$ cat src/rtl/ncas_pkg.sv
// ----------------------------------------------------------------------------
// ncas_pkg
// Shared constants and types for the nearest-centroid anomaly scorer.
// ----------------------------------------------------------------------------
package ncas_pkg;

    localparam int CLUSTERS = 8;
    localparam int FEATURES = 16;
    localparam int CL_W     = 3;
    localparam int FT_W     = 4;
    localparam int DIST_W   = 37;
    localparam int SCORE_W  = 18;
    localparam int CNT_W    = 20;
    localparam int SUM_W    = 38;
    localparam int SQS_W    = 56;
    localparam int THR_W    = 24;

    localparam logic [1:0] OP_LOAD     = 2'd0;
    localparam logic [1:0] OP_VALIDATE = 2'd1;
    localparam logic [1:0] OP_PREDICT  = 2'd2;

    localparam logic [DIST_W-1:0] DIST_MAX = {DIST_W{1'b1}};
    localparam logic [CNT_W-1:0]  CNT_MAX  = {CNT_W{1'b1}};
    localparam logic [THR_W-1:0]  THR_MAX  = {THR_W{1'b1}};

    localparam logic CFG_MEAN_WEIGHT   = 1'b0;
    localparam logic CFG_SPREAD_WEIGHT = 1'b1;

    // Request to the shared square-root / divide unit.
    typedef struct packed {
        logic        start;
        logic        is_div;     // 1: quotient, 0: square root
        logic [63:0] num;
        logic [37:0] den;
    } t_arith_req;

    typedef struct packed {
        logic        busy;
        logic        done;
        logic [63:0] res;
    } t_arith_rsp;

endpackage

$ cat src/rtl/ncas_arith.sv
// ----------------------------------------------------------------------------
// ncas_arith
// Shared iterative unit: integer square root or unsigned divide, 2 bits or
// 1 bit per cycle.
// ----------------------------------------------------------------------------
module ncas_arith (
    input  logic                i_clk,
    input  logic                i_rst_n,
    input  ncas_pkg::t_arith_req i_req,
    output ncas_pkg::t_arith_rsp o_rsp
);
    import ncas_pkg::*;

    logic        r_busy, r_done, r_div;
    logic [6:0]  r_cnt;
    logic [63:0] r_num, r_res;
    logic [64:0] r_rem;
    logic [37:0] r_den;
    logic [64:0] w_trial, w_rsh;
    logic [64:0] w_sub;

    always_comb begin
        if (r_div) begin
            w_rsh   = {r_rem[63:0], r_num[63]};
            w_trial = {27'd0, r_den};
        end else begin
            w_rsh   = {r_rem[62:0], r_num[63:62]};
            w_trial = {r_res[62:0], 2'b01};
        end
        w_sub = w_rsh - w_trial;
    end

    always_ff @(posedge i_clk) begin
        if (!i_rst_n) begin
            r_busy <= 1'b0;
            r_done <= 1'b0;
        end else begin
            r_done <= 1'b0;
            if (i_req.start) begin
                r_busy <= 1'b1;
                r_div  <= i_req.is_div;
                r_num  <= i_req.num;
                r_den  <= i_req.den;
                r_rem  <= '0;
                r_res  <= '0;
                r_cnt  <= i_req.is_div ? 7'd64 : 7'd32;
            end else if (r_busy) begin
                if (!w_sub[64]) begin
                    r_rem <= w_sub;
                    r_res <= {r_res[62:0], 1'b1};
                end else begin
                    r_rem <= w_rsh;
                    r_res <= {r_res[62:0], 1'b0};
                end
                r_num <= r_div ? {r_num[62:0], 1'b0} : {r_num[61:0], 2'b00};
                r_cnt <= r_cnt - 7'd1;
                if (r_cnt == 7'd1) begin
                    r_busy <= 1'b0;
                    r_done <= 1'b1;
                end
            end
        end
    end

    assign o_rsp.busy = r_busy;
    assign o_rsp.done = r_done;
    assign o_rsp.res  = r_res;
endmodule

$ cat config.mk
export PLATFORM = sky130hd
export DESIGN_NAME = ncas_arith
export DESIGN_NICKNAME = d
export VERILOG_FILES = /design/src/rtl/ncas_pkg.sv /design/src/rtl/ncas_arith.sv
export SDC_FILE = /design/constraint.sdc
export NUM_CORES = 1
export LEC_CHECK = 0
export BUFFER_PORTS_ARGS = -buffer_cell sky130_fd_sc_hd__clkbuf_2
export CAP_MARGIN = 20
export CORE_ASPECT_RATIO = 0.9
export CORE_MARGIN = 8
export CORE_UTILIZATION = 35
export CTS_CLUSTER_DIAMETER = 50
export DETAILED_ROUTE_END_ITERATION = 6
export HOLD_SLACK_MARGIN = 0.15
export PLACE_DENSITY = 0.57
export SLEW_MARGIN = 25
export SYNTH_ARGS = -nofsm -noshare
export SYNTH_HDL_FRONTEND = slang
export SYNTH_SLANG_ARGS = --single-unit
$ cat constraint.sdc
create_clock -name i_clk -period 6.75 [get_ports i_clk]
set_input_delay 1.0125 -clock i_clk [delete_from_list [all_inputs] [get_ports i_clk]]
set_output_delay 1.0125 -clock i_clk [all_outputs]
set_load 0.1 [all_outputs]
==> flow_summary.rst <==
.. list-table::
   :header-rows: 1

   * - Metric
     - Value
   * - HPWL reported at the end of detailed placement
     - 27.2 mm
   * - Core occupancy in the finished layout
     - 41.0%
   * - Setup TNS after final layout
     - 0 ns
   * - Avg Inst Size Synth
     - 10.6 um2
   * - CP Launch Type
     - flip-flop
   * - Slack of the worst reg-to-reg path
     - a little under 2 ns
   * - Yosys Warn Count
     - 0
   * - Top flip-flop cell by instance count after synthesis
     - edfxtp_1
   * - Floorplan die height
     - around 210 um
   * - Post-cts hold buffer count
     - 0
   * - DRT iter0 DRCs
     - approximately 800
   * - Ys async rst share
     - 0%
   * - Fraction of power consumed by the clock network
     - 30.2%
   * - Core region area
     - 43000 um2
   * - Die Outline Area
     - 50400 um2
   * - Power share of the combinational group
     - a little over a third
   * - Antenna diodes
     - 0
   * - Internal power
     - between 3000 and 4000 uW
   * - Post-CTS setup buffer count
     - 0
   * - Final #Nets
     - 1743
   * - Initial antenna violation count
     - 3
   * - Total number of placement rows
     - 72
   * - Mapped Cells
     - around 1400
   * - Number of nets produced by synthesis
     - 1616
   * - Layout cells sized above 1
     - 19.2%
   * - R2r endpoint
     - r_rem[45]
   * - Number of global-route vias before repair
     - between 10000 and 15000
   * - Global-route wire length before repair
     - 61.3 mm
   * - Post-Place Setup Slack
     - between 1.5 and 2 ns
   * - Clock tree skew after final layout
     - 0.0162 ns
   * - Final clock period utilization by the worst path
     - 70.6%
   * - Final worst setup slack
     - 1.99 ns
   * - Filler cell count
     - 4166
   * - Hold Path Class
     - flip-flop to flip-flop
   * - Run status
     - complete, no violations
   * - Smallest hold slack
     - 0.537 ns
   * - Detailed-routing iteration count for the pre-antenna-repair pass
     - 5
   * - Count of maximum capacitance violations
     - 0
   * - Lkg Pwr
     - 0.00685 uW
   * - Fmax
     - 0.210 GHz
   * - Switching Power
     - 2060 uW
   * - Detailed Route WL
     - 37.8 mm
   * - H-tree depth
     - 2
   * - Crit path capture type
     - flip-flop
   * - Sequential Power Share
     - 33.8%
   * - TritonCTS sink count
     - 240
   * - Routability congestion estimate
     - 0.889
   * - Pin count of the biggest net entering global routing
     - 122
   * - Post-synthesis cell type count
     - 68
   * - Total congestion overflow
     - 0
   * - Part of the Yosys area used for sequential elements
     - 47.2%
   * - Worst Setup SP
     - r_div
   * - Post-synthesis cell area
     - 15200 um2
   * - Critical Path Sink
     - r_rem[45]
   * - GR Util All Layers
     - 14.7%
   * - Crit Path Max Fanout
     - 59
   * - Clock root cell
     - clkbuf_16
   * - Actual transition at the worst max-transition pin
     - roughly 1.0 ns
   * - Worst reg-to-reg path cell count
     - 15
   * - Number of flops mapped to enable cells by yosys
     - ~240
   * - Residual antenna-violating net count after detailed routing
     - 0
   * - Width of the die
     - 236 um
   * - Worst reg2reg path startpoint
     - r_div
   * - Crit path time final
     - ~4.8 ns
   * - Initial core utilization
     - 35.4%
   * - Data required time at the worst endpoint
     - 7.10 ns
   * - Final hold viol count
     - 0
   * - CP arrival
     - between 5 and 6 ns
   * - Buffer depth of the longest clock path
     - 3
   * - Slew HR
     - 31.9%
   * - Number of gates resized after CTS
     - 0
   * - TritonCTS buffer count
     - 35
   * - Power density normalized to cell area
     - 324 nW/um2
   * - I/O pin count
     - 172
   * - Area growth, synth to finish
     - 15.6%
   * - Setup Viol. Count Final
     - 0
   * - Clock-pin transition on the worst setup and hold timing paths
     - 0.06 ns
   * - Vias post-DR
     - 11401
   * - Via density per instance
     - 5.31
   * - Average wire per standard cell
     - 17.6 um
   * - CTS tree
     - done
   * - RSZ-0062 raised after global routing
     - no
   * - Number of buffer cells added on primary ports
     - 171
   * - Switching Share
     - a little over a third
   * - Clock latency on the worst-skew pair
     - roughly 0.53 ns
   * - Number of pins exceeding their max-slew limit in the final report
     - 0
   * - IR drop worst, VDD
     - approximately 0.17 mV
   * - CP Class
     - flip-flop to flip-flop
   * - Post-synthesis register bit count
     - 240
   * - Detailed-route DRC error count
     - 0
## layout make-up
cell class | instances | area (um2) | area share (%)
Clock buffer | 43 | 948 | 5.39
Clock inverter | 17 | 136 | 0.775
Inverter | 18 | 67.6 | 0.384
Multi-Input combinational cell | 1095 | 7600 | 43.2
Sequential cell | 240 | 7190 | 40.8
Tap cell | 555 | 694 | 3.94
Timing Repair Buffer | 180 | 967 | 5.49
## cells in the final DEF, fill, tap and decap left out, types with 8 or more instances in the layout
master	n
nand2_1	139
nor2b_1	64
inv_1	18
xnor2_1	31
nor2_1	101
o22ai_1	9
a21oi_1	83
o21bai_1	10
o21a_1	10
clkbuf_16	37
mux2i_1	105
o211ai_1	8
edfxtp_1	238
nor4_1	8
xor2_1	29
a31oi_1	8
nand3_1	9
o21ai_0	105
a21o_1	30
mux2_2	63
a211oi_1	52
nor3_1	17
nand4_1	23
clkbuf_2	170
ha_1	66
nand2b_1	35
## per-stage QoR
stage / cells / cell area [um2] / power [uW]
after global placement: 2088 / 16500 / 3980
after floorplan: 1443 / 15200 / 3570
after global routing: 2148 / 17600 / 6040
after detailed placement: 2088 / 16500 / 4000
final: 2148 / 17600 / 5700
after CTS: 2148 / 17600 / 5760
## logic make-up after synthesis
group                    Yosys count  synth area share [%]
AND/OR/NAND/NOR                  429                  13.7
AO/OA/AOI/OAI                    371                  15.6
flip-flops                       240                  47.2
multiplexers                     168                  11.6
buffers and inverters            108                  2.98
adder cells (fa/ha/maj)           67                  5.56
XOR/XNOR                          60                  3.45
## sequential cells by signal (all words and copies together) (netlist names)
signal and count:
r_busy 1, r_res 64, r_den 38, r_done 1
r_cnt 7, r_num 64, r_div 1, r_rem 64
## worst min path at each step
stage | to | cells after the start | startpoint
after detailed placement | r_done | 2 | r_busy
after global routing | r_done | 2 | r_busy
after floorplan | r_done | 2 | r_busy
after global placement | r_done | 2 | r_busy
after CTS | r_done | 2 | r_busy
final | r_done | 2 | r_busy
## critical path: stages, from the launching register on
cell and delay, ns:
edfxtp_1 0.44, buf_12 0.33, mux2i_1 0.26, ha_1 0.20
inv_1 0.06, fa_1 0.42, a211oi_1 0.30, o211ai_1 0.17
a31oi_2 0.30, nor2_1 0.13, a2111oi_2 0.40, nor3_1 0.18
a211oi_4 0.24, buf_4 0.48, nand2_2 0.31, o32ai_1 0.35
## cells in the mapped netlist, types with 5 or more instances
library cell    n  area (um2)
nor4_1          8        50.1
a211oi_1       52         390
a31oi_1         8        50.1
ha_1           66         826
o31ai_1         6        45.0
inv_1          18        67.6
nand3_1         9        45.0
nor2_1        101         379
a21o_1         30         225
o211ai_1        8        60.1
mux2_2         63         709
nand4_1        23         144
and3_1          6        37.5
o21bai_1       10        75.1
mux2i_1       105        1050
o22ai_1         9        56.3
buf_2          21         105
nor3_1         17        85.1
buf_1          16        60.1
nand2_1       139         522
clkbuf_1       48         180
o21ai_0       105         526
nor2b_1        64         400
edfxtp_1      238        7150
a21oi_1        83         415
or3_1           5        31.3
nand2b_1       35         219
o21a_1         11        82.6
xnor2_1        31         272
xor2_1         29         254
and2_1          7        43.8
## power groups by stage
stage	registers, uW	logic [uW]	clock network (uW)
detailed placement	1960	2040	0
floorplan	2100	1470	0
global route	1950	2260	1830
global placement	1960	2020	0
finish	1930	2050	1720
CTS	1930	2050	1780
## per-layer routing
metal	vias up	GRT usage [%]	routed length (um)
met1	5384	20.5	18200
li1	5665	-	-
met5	-	0	37
met3	60	3.96	2610
met4	6	4.18	743
met2	286	22.4	16100
(Power assumes the default switching activity.)
